**src/rtl/core/lfga_pkg.sv**
```systemverilog
`timescale 1ns / 1ps

package lfga_pkg;

    localparam int TIME_W  = 32;
    localparam int TALLY_W = 32;
    localparam int GIDX_W  = 6;
    localparam int ENTRY_W = TIME_W + TALLY_W;

    localparam logic [TALLY_W-1:0] TALLY_MAX = '1;

    // one request transaction as it travels from front to back
    typedef struct packed {
        logic              new_batch;
        logic [TIME_W-1:0] arrival_time;
        logic [TIME_W-1:0] departure_time;
    } item_t;

    // one result transaction
    typedef struct packed {
        logic [GIDX_W-1:0]  gate_index;
        logic               opened_new;
        logic [TALLY_W-1:0] gate_tally;
        logic               rejected;
    } result_t;

    // back end status seen by the top level
    typedef struct packed {
        logic busy;
        logic start;
    } back_status_t;

    typedef enum logic [1:0] {
        BK_IDLE,
        BK_ISSUE,
        BK_CHECK,
        BK_OPEN
    } back_state_t;

endpackage

```
**src/rtl/core/lfga_ram.sv**
```systemverilog
`timescale 1ns / 1ps

module lfga_ram #(
    parameter int WIDTH = 64,
    parameter int DEPTH = 64,
    localparam int ADDR_W = (DEPTH > 1) ? $clog2(DEPTH) : 1
) (
    input  logic              clk,
    input  logic              wr_en,
    input  logic [ADDR_W-1:0] wr_addr,
    input  logic [WIDTH-1:0]  wr_data,
    input  logic              rd_en,
    input  logic [ADDR_W-1:0] rd_addr,
    output logic [WIDTH-1:0]  rd_data
);

    logic [WIDTH-1:0] mem [DEPTH];
    logic [WIDTH-1:0] rd_data_reg;

    // one write port, one registered read port
    always_ff @(posedge clk)
    begin
        if (wr_en)
        begin
            mem[wr_addr] <= wr_data;
        end
        if (rd_en)
        begin
            rd_data_reg <= mem[rd_addr];
        end
    end

    assign rd_data = rd_data_reg;

endmodule

```
**src/rtl/core/lfga_front.sv**
```systemverilog
`timescale 1ns / 1ps

module lfga_front (
    input  logic           clk,
    input  logic           rst_n,
    input  logic           push,
    output logic           full,
    input  lfga_pkg::item_t in_item,
    output logic           q_valid,
    input  logic           q_pop,
    output lfga_pkg::item_t q_item
);

    import lfga_pkg::*;

    item_t      slot_reg [2];
    logic       wr_ptr_reg, wr_ptr_next;
    logic       rd_ptr_reg, rd_ptr_next;
    logic [1:0] count_reg, count_next;
    logic       do_push, do_pop;

    assign full    = (count_reg == 2'd2);
    assign q_valid = (count_reg != 2'd0);
    assign q_item  = slot_reg[rd_ptr_reg];

    assign do_push = push && !full;
    assign do_pop  = q_pop && q_valid;

    // pointer and fill count updates
    always_comb
    begin
        wr_ptr_next = do_push ? !wr_ptr_reg : wr_ptr_reg;
        rd_ptr_next = do_pop ? !rd_ptr_reg : rd_ptr_reg;
        count_next  = count_reg;
        if (do_push && !do_pop)
        begin
            count_next = count_reg + 2'd1;
        end
        else if (!do_push && do_pop)
        begin
            count_next = count_reg - 2'd1;
        end
    end

    always_ff @(posedge clk or negedge rst_n)
    begin
        if (!rst_n)
        begin
            wr_ptr_reg <= 1'b0;
            rd_ptr_reg <= 1'b0;
            count_reg  <= 2'd0;
        end
        else
        begin
            wr_ptr_reg <= wr_ptr_next;
            rd_ptr_reg <= rd_ptr_next;
            count_reg  <= count_next;
        end
    end

    // queue storage
    always_ff @(posedge clk)
    begin
        if (do_push)
        begin
            slot_reg[wr_ptr_reg] <= in_item;
        end
    end

endmodule

```
**src/rtl/core/lfga_back.sv**
```systemverilog
`timescale 1ns / 1ps

module lfga_back #(
    parameter int NUM_GATES = 64
) (
    input  logic                  clk,
    input  logic                  rst_n,
    input  logic                  q_valid,
    output logic                  q_pop,
    input  lfga_pkg::item_t       q_item,
    output logic                  res_valid,
    input  logic                  res_pop,
    output lfga_pkg::result_t     res,
    output lfga_pkg::back_status_t status
);

    import lfga_pkg::*;

    localparam int IDX_W = (NUM_GATES > 1) ? $clog2(NUM_GATES) : 1;
    localparam int CNT_W = $clog2(NUM_GATES + 1);
    localparam int EXT_W = (IDX_W > GIDX_W) ? IDX_W : GIDX_W;
    localparam logic [CNT_W-1:0] GATES_MAX = CNT_W'(NUM_GATES);

    back_state_t        state_reg, state_next;
    logic [TIME_W-1:0]  arr_reg, arr_next;
    logic [TIME_W-1:0]  dep_reg, dep_next;
    logic [CNT_W-1:0]   scan_reg, scan_next;
    logic [CNT_W-1:0]   limit_reg, limit_next;
    logic [CNT_W-1:0]   open_reg, open_next;
    logic               res_valid_reg, res_valid_next;
    result_t            res_reg, res_next;

    logic               rd_en;
    logic [IDX_W-1:0]   rd_addr;
    logic [ENTRY_W-1:0] rd_data;
    logic               wr_en;
    logic [IDX_W-1:0]   wr_addr;
    logic [ENTRY_W-1:0] wr_data;

    logic               start;
    logic [TIME_W-1:0]  rd_busy;
    logic [TALLY_W-1:0] rd_tally;
    logic [TALLY_W-1:0] tally_inc;
    logic               gate_free;
    logic [CNT_W-1:0]   scan_inc;
    logic               scan_last;
    logic [CNT_W-1:0]   start_limit;
    logic [EXT_W-1:0]   scan_ext;
    logic [EXT_W-1:0]   limit_ext;

    // gate entries: departure time in the upper half, tally in the lower half
    lfga_ram #(
        .WIDTH(ENTRY_W),
        .DEPTH(NUM_GATES)
    ) u_gate_ram (
        .clk    (clk),
        .wr_en  (wr_en),
        .wr_addr(wr_addr),
        .wr_data(wr_data),
        .rd_en  (rd_en),
        .rd_addr(rd_addr),
        .rd_data(rd_data)
    );

    // decode of the entry under test
    assign rd_busy     = rd_data[ENTRY_W-1:TALLY_W];
    assign rd_tally    = rd_data[TALLY_W-1:0];
    assign tally_inc   = (rd_tally == TALLY_MAX) ? rd_tally : rd_tally + 1'b1;
    assign gate_free   = (rd_busy < arr_reg);
    assign scan_inc    = CNT_W'(scan_reg + 1'b1);
    assign scan_last   = (scan_inc == limit_reg);
    assign start       = (state_reg == BK_IDLE) && q_valid && !res_valid_reg;
    assign start_limit = q_item.new_batch ? '0 : open_reg;
    assign scan_ext    = EXT_W'(scan_reg);
    assign limit_ext   = EXT_W'(limit_reg);

    // next state
    always_comb
    begin
        state_next = state_reg;
        case (state_reg)
            BK_IDLE:
            begin
                if (start)
                begin
                    state_next = (start_limit == '0) ? BK_OPEN : BK_ISSUE;
                end
            end
            BK_ISSUE:
            begin
                state_next = BK_CHECK;
            end
            BK_CHECK:
            begin
                if (gate_free)
                begin
                    state_next = BK_IDLE;
                end
                else if (scan_last)
                begin
                    state_next = BK_OPEN;
                end
                else
                begin
                    state_next = BK_ISSUE;
                end
            end
            BK_OPEN:
            begin
                state_next = BK_IDLE;
            end
            default:
            begin
                state_next = BK_IDLE;
            end
        endcase
    end

    // outputs and datapath updates
    always_comb
    begin
        q_pop          = 1'b0;
        rd_en          = 1'b0;
        rd_addr        = scan_reg[IDX_W-1:0];
        wr_en          = 1'b0;
        wr_addr        = scan_reg[IDX_W-1:0];
        wr_data        = {dep_reg, tally_inc};
        arr_next       = arr_reg;
        dep_next       = dep_reg;
        scan_next      = scan_reg;
        limit_next     = limit_reg;
        open_next      = open_reg;
        res_next       = res_reg;
        res_valid_next = res_valid_reg;

        if (res_pop && res_valid_reg)
        begin
            res_valid_next = 1'b0;
        end

        case (state_reg)
            BK_IDLE:
            begin
                if (start)
                begin
                    q_pop      = 1'b1;
                    arr_next   = q_item.arrival_time;
                    dep_next   = q_item.departure_time;
                    scan_next  = '0;
                    limit_next = start_limit;
                    open_next  = start_limit;
                end
            end
            BK_ISSUE:
            begin
                rd_en = 1'b1;
            end
            BK_CHECK:
            begin
                if (gate_free)
                begin
                    wr_en          = 1'b1;
                    res_valid_next = 1'b1;
                    res_next       = '{gate_index: scan_ext[GIDX_W-1:0], opened_new: 1'b0,
                                       gate_tally: tally_inc, rejected: 1'b0};
                end
                else
                begin
                    scan_next = scan_inc;
                end
            end
            BK_OPEN:
            begin
                res_valid_next = 1'b1;
                if (limit_reg < GATES_MAX)
                begin
                    wr_en     = 1'b1;
                    wr_addr   = limit_reg[IDX_W-1:0];
                    wr_data   = {dep_reg, TALLY_W'(1)};
                    open_next = CNT_W'(limit_reg + 1'b1);
                    res_next  = '{gate_index: limit_ext[GIDX_W-1:0], opened_new: 1'b1,
                                  gate_tally: TALLY_W'(1), rejected: 1'b0};
                end
                else
                begin
                    res_next = '{gate_index: '0, opened_new: 1'b0,
                                 gate_tally: '0, rejected: 1'b1};
                end
            end
            default:
            begin
                q_pop = 1'b0;
            end
        endcase
    end

    always_ff @(posedge clk or negedge rst_n)
    begin
        if (!rst_n)
        begin
            state_reg     <= BK_IDLE;
            open_reg      <= '0;
            res_valid_reg <= 1'b0;
        end
        else
        begin
            state_reg     <= state_next;
            open_reg      <= open_next;
            res_valid_reg <= res_valid_next;
        end
    end

    // payload registers
    always_ff @(posedge clk)
    begin
        arr_reg   <= arr_next;
        dep_reg   <= dep_next;
        scan_reg  <= scan_next;
        limit_reg <= limit_next;
        res_reg   <= res_next;
    end

    assign res_valid    = res_valid_reg;
    assign res          = res_reg;
    assign status.busy  = (state_reg != BK_IDLE);
    assign status.start = start;

endmodule

```
**src/rtl/core/lowest_free_gate_allocator.sv**
```systemverilog
`timescale 1ns / 1ps

// Assigns each request to the lowest-numbered open gate whose stored
// departure time is below the request's arrival, opening the next gate when
// none is free and rejecting the request when all NUM_GATES gates are open and
// busy. A two-entry input queue takes requests while the back end works, and a
// one-entry result register holds the answer until it is popped. The back end
// scans the open gates one at a time through the single read port of the gate
// memory, with an issue state and a check state for each gate. A new batch
// empties the open gate count, so no clearing pass runs after reset.
module lowest_free_gate_allocator #(
    parameter int NUM_GATES = 64
) (
    input  logic        clk,
    input  logic        rst_n,
    input  logic        push,
    output logic        full,
    input  logic        new_batch,
    input  logic [31:0] arrival_time,
    input  logic [31:0] departure_time,
    output logic        empty,
    input  logic        pop,
    output logic [5:0]  gate_index,
    output logic        opened_new,
    output logic [31:0] gate_tally,
    output logic        rejected
);

    import lfga_pkg::*;

    item_t        in_item;
    item_t        q_item;
    logic         q_valid;
    logic         q_pop;
    logic         res_valid;
    result_t      res;
    back_status_t status;

    assign in_item = '{new_batch: new_batch, arrival_time: arrival_time,
                       departure_time: departure_time};

    // request queue
    lfga_front u_front (
        .clk    (clk),
        .rst_n  (rst_n),
        .push   (push),
        .full   (full),
        .in_item(in_item),
        .q_valid(q_valid),
        .q_pop  (q_pop),
        .q_item (q_item)
    );

    // gate search and result register
    lfga_back #(
        .NUM_GATES(NUM_GATES)
    ) u_back (
        .clk      (clk),
        .rst_n    (rst_n),
        .q_valid  (q_valid),
        .q_pop    (q_pop),
        .q_item   (q_item),
        .res_valid(res_valid),
        .res_pop  (pop),
        .res      (res),
        .status   (status)
    );

    assign empty      = !res_valid;
    assign gate_index = res.gate_index;
    assign opened_new = res.opened_new;
    assign gate_tally = res.gate_tally;
    assign rejected   = res.rejected;

    // back end never starts a request while a result still waits
    assert property (@(posedge clk) disable iff (!rst_n)
        status.start |-> empty)
        else $error("back end started with a pending result");

    // a fresh result only comes out of a busy back end
    assert property (@(posedge clk) disable iff (!rst_n)
        $fell(empty) |-> $past(status.busy))
        else $error("result appeared without back end work");

    // a rejection carries no assignment
    assert property (@(posedge clk) disable iff (!rst_n)
        (!empty && rejected) |-> (gate_index == 6'd0 && !opened_new && gate_tally == 32'd0))
        else $error("rejected result carries an assignment");

    // a newly opened gate has served exactly this request
    assert property (@(posedge clk) disable iff (!rst_n)
        (!empty && opened_new) |-> (!rejected && gate_tally == 32'd1))
        else $error("new gate with wrong tally");

endmodule

```
**config.mk**
```make
export PLATFORM = sky130hd
export DESIGN_NAME = lowest_free_gate_allocator
export DESIGN_NICKNAME = d
export VERILOG_FILES = /design/src/rtl/core/lfga_pkg.sv /design/src/rtl/core/lfga_ram.sv /design/src/rtl/core/lfga_front.sv /design/src/rtl/core/lfga_back.sv /design/src/rtl/core/lowest_free_gate_allocator.sv
export SDC_FILE = /design/constraint.sdc
export NUM_CORES = 2
export LEC_CHECK = 0
export ABC_AREA = 1
export BUFFER_PORTS_ARGS = -buffer_cell sky130_fd_sc_hd__buf_2
export CAP_MARGIN = 15
export CORE_MARGIN = 5
export CORE_UTILIZATION = 41
export CTS_CLUSTER_DIAMETER = 80
export DETAILED_ROUTE_END_ITERATION = 10
export GPL_ROUTABILITY_DRIVEN = 1
export SYNTH_ARGS = -nofsm -noshare
export SYNTH_HDL_FRONTEND = slang
export SYNTH_MEMORY_MAX_BITS = 65536
export SYNTH_SLANG_ARGS = --single-unit
```
**constraint.sdc**
```tcl
create_clock -name clk -period 13.8 [get_ports clk]
set_clock_uncertainty 0.2 [all_clocks]
set_input_delay 0 -clock clk [delete_from_list [all_inputs] [get_ports clk]]
set_output_delay 0 -clock clk [all_outputs]
set_load 0.02 [all_outputs]
```
==> impl_metrics.yaml <==
status:
  status: "finished clean"
finish:
  fin_nets: 13100
  drive_gt1_share_pct: 8.71
  largest_register_ffs: 4096
  syn_to_final_growth_pct: 13.1
  fill_cells: 36800
  seq_area_um2: 133000
  multi_input_area_um2: 37500
logic_synthesis:
  synth_cell_types: 35
  seq_area_frac_synth_pct: 76.4
  synth_area_per_cell_um2: 13.5
  synth_area_um2: 174000
  yosysWarnings: 0
  synth_nets: 13000
  ys_seq_elements: 4422
  synth_cells: 12900
floorplan:
  ios: 111
  die_x_um: 661
  die_h_um: 661
  initial_core_util_pct: 41.1
  num_rows: 239
  die_area_um2: 437000
  design.core.area_um2: 423000
global_route:
  grt_pass1_wl_mm: 774
  grt_pass1_vias: 105000
  grt_overflow: 0
  antenna_found_initial: 15
  grt_max_degree: 208
  track_usage_pct: 24.1
drt:
  route.detailed.drc: 0
  wl_per_cell_um: 28.6
  routed_wl_mm: 544
  vias: 113000
  drt-pass1-iter-count: 6
  ant_nets: 0
  drt_iter0_drc: 15500
  routed_via_density: 5.92
pwr:
  p_comb_share_pct: 34.0
  netSwitchingPower_uw: 17400
  p_leak_uw: 0.0624
  power.density_nw_per_um2: 230
  seq_power_share_pct: 40.0
  pwr-share-clk_pct: 26.0
  vdd_drop_max_uv: 278
  netSwitchingFraction_pct: 38.5
  internal_power_uw: 27800
  total_power_uw: 45100
setup_path:
  criticalPathCategory: "reg -> reg"
  critPathLaunchType: "flip-flop"
  worstPathArrival_ns: 6.58
  cp_slowest_cell: "buf_4"
  endpoint_kind: "flip-flop"
  crit_fanout: 50
  cp_data_required_time_ns: 14.14
  max_stage_delay_ns: 0.76
  path_common_cell: "buf_4"
  crit_chain: "nand2_1 -> nor2_4 -> buf_4 -> inv_6 -> a21oi_2 -> inv_1 -> nor2_1 -> nand2_1 -> a21oi_4 -> buf_4 -> buf_4"
clocking:
  cts_root_buf: "clkbuf_16"
  cts-buffers-inserted: 441
  htreeDepth: 5
  clockBufferDepth: 4
  clkTransAtPathRegs_ns: 0.06
  ctsResizeCount: 0
  cts.sinks: 4422
  tritoncts: "done"
  clock_latency_ns: 0.99
sta:
  setup_violations: 0
  setup_tns_ns: 0
  tightest_slew_ns: 1.28
  grt_setup_unrepaired: "false"
  min_period_ns: 6.24
  clock.fmax_mhz: 160
  max_slew_margin_pct: 14.9
  timing.final.crit_share_pct: 45.2
  setup_slack_ns: 7.56
  finalHoldViolCount: 0
  slew_viol_final: 0
place:
  io_buffers: 110
  place_congestion: 0.854
  dp_hpwl_mm: 288
  dp_worst_setup_slack_ns: 7.69
worst_hold_path:
  hold_path_class: "in -> reg"
run:
  drv_cap: 0
[cells by family (layout without fill, tap and decap cells)]
family	Yosys count	after routing	synth area share (%)
DFF	4422	4422	76.4
and+or+nand+nor	3723	3723	8.45
muxes	1	1	0.00576
xor gates and xnor gates	29	29	0.146
AOI/OAI and AO/OA	3602	3602	12.2
buffers and inverters	1071	1511	2.56
other	0	9	0
adders and majority gates	35	35	0.252
[cells in the final DEF, fill, tap and decap left out, types with 13 or more instances in the layout]
master         instances
edfxtp_1            4408
nor2_1              2452
o21ai_0             2043
nand2_1              727
o211ai_1             708
o22ai_1              515
nand3_1              480
clkbuf_16            451
buf_4                292
o221ai_1             193
dlygate4sd3_1        137
inv_1                126
buf_2                110
clkinv_1             105
clkinv_2             102
clkbuf_1              89
a21oi_4               75
bufinv_16             37
ha_1                  35
a21oi_1               32
o21ai_1               28
buf_12                25
xor2_1                21
nor3_1                16
nor2_4                13
dfrtp_1               13
[Yosys cell counts, drive strengths merged]
cell	instances	area share [%]
edfxtp	4408	76
nor2	2471	5.3
o21ai	2071	6.0
nand2	728	1.6
o211ai	708	3.1
clkbuf	630	1.4
o22ai	515	1.9
nand3	481	1.4
buf	306	0.90
o221ai	193	0.97
inv	134	0.29
a21oi	108	0.32
ha	35	0.25
xor2	21	0.11
nor3	18	0.052
dfrtp	14	0.20
nand4	12	0.043
xnor2	8	0.040
nor4	6	0.022
or2	6	0.022
a31oi	3	0.011
o21a	2	0.0086
and2	1	0.0036
clkinv	1	0.0022
mux2i	1	0.0058
o22a	1	0.0050
o31ai	1	0.0043
[what timing repair did]
item / CTS / global route
endpoints found under the hold margin: 171 / 0
hold buffers: 138 / 0
buffers inserted: 0 / 0
[worst max-delay path: cells and delay by family, from the launching register on]
kind / cells / cell delay (ns)
and+or+nand+nor: 4 / 1.37
AOI/OAI and AO/OA: 2 / 0.90
DFF: 1 / 0.43
buffers and inverters: 5 / 2.60
[per-layer routing]
metal	up-vias	GRT usage [%]	share of wire [%]
li1	48600	-	-
met1	56900	34.6	41
met2	6156	37.2	46
met3	907	4.29	10
met4	2	8.14	3.5
met5	-	0	0.0024
[path summary, 6_finish.rpt]
| path | slack [ns] | endpoint | depth (start not counted) | start |
|---|---|---|---|---|
| worst max-delay path | 7.56 | u_back.u_gate_ram.mem[39][54]$_DFFE_PP_ | 11 | u_back.state_reg[1]$_DFFE_PN0P_ |
| worst min-delay path | 0.08 | u_back.res_valid$_DFF_PN0_ | 4 | pop |
| worst max register to register | 7.56 | u_back.u_gate_ram.mem[39][54]$_DFFE_PP_ | 11 | u_back.state_reg[1]$_DFFE_PN0P_ |
| worst min register to register | 0.28 | u_back.dep_reg[22]$_DFFE_PP_ | 2 | u_front.slot_reg[0][22]$_DFFE_PP_ |
| max in group asynchronous | 12.85 | u_front.rd_ptr_reg$_DFFE_PN0P_ | 5 | rst_n |
| min in group asynchronous | 0.35 | u_front.count_reg[0]$_DFFE_PN0P_ | 5 | rst_n |
[power groups by stage]
stage          Sequential, uW  Clock (uW)  Combinational, uW
6_report                18100       11800              15300
5_1_grt                 18100       12400              16500
2_1_floorplan           18700           0               8560
3_5_place_dp            18300           0              15100
4_1_cts                 18000       11900              15100
3_3_place_gp            18300           0              15000
[cell type report]
cell class	instances	share of cell area, %
repair buffers	565	2.36
flip-flops and latches	4422	67.5
well taps	5663	3.61
clock buffers	540	5.91
inverters	135	0.282
diodes	9	0.0115
multi-input cells	7390	19.1
clock inverters	271	1.20
[stage by stage]
step	hold slack [ns]	std cells	instance area, um^2	util (%)
6_report	0.0823	19000	197000	46.5
5_1_grt	0.0760	19000	197000	46.5
4_1_cts	0.0246	19000	196000	46.5
3_5_place_dp	-0.140	18000	181000	42.8
3_3_place_gp	-0.139	18000	181000	42.8
2_1_floorplan	-0.496	12900	174000	-
Power figures use the tool's default switching activity.
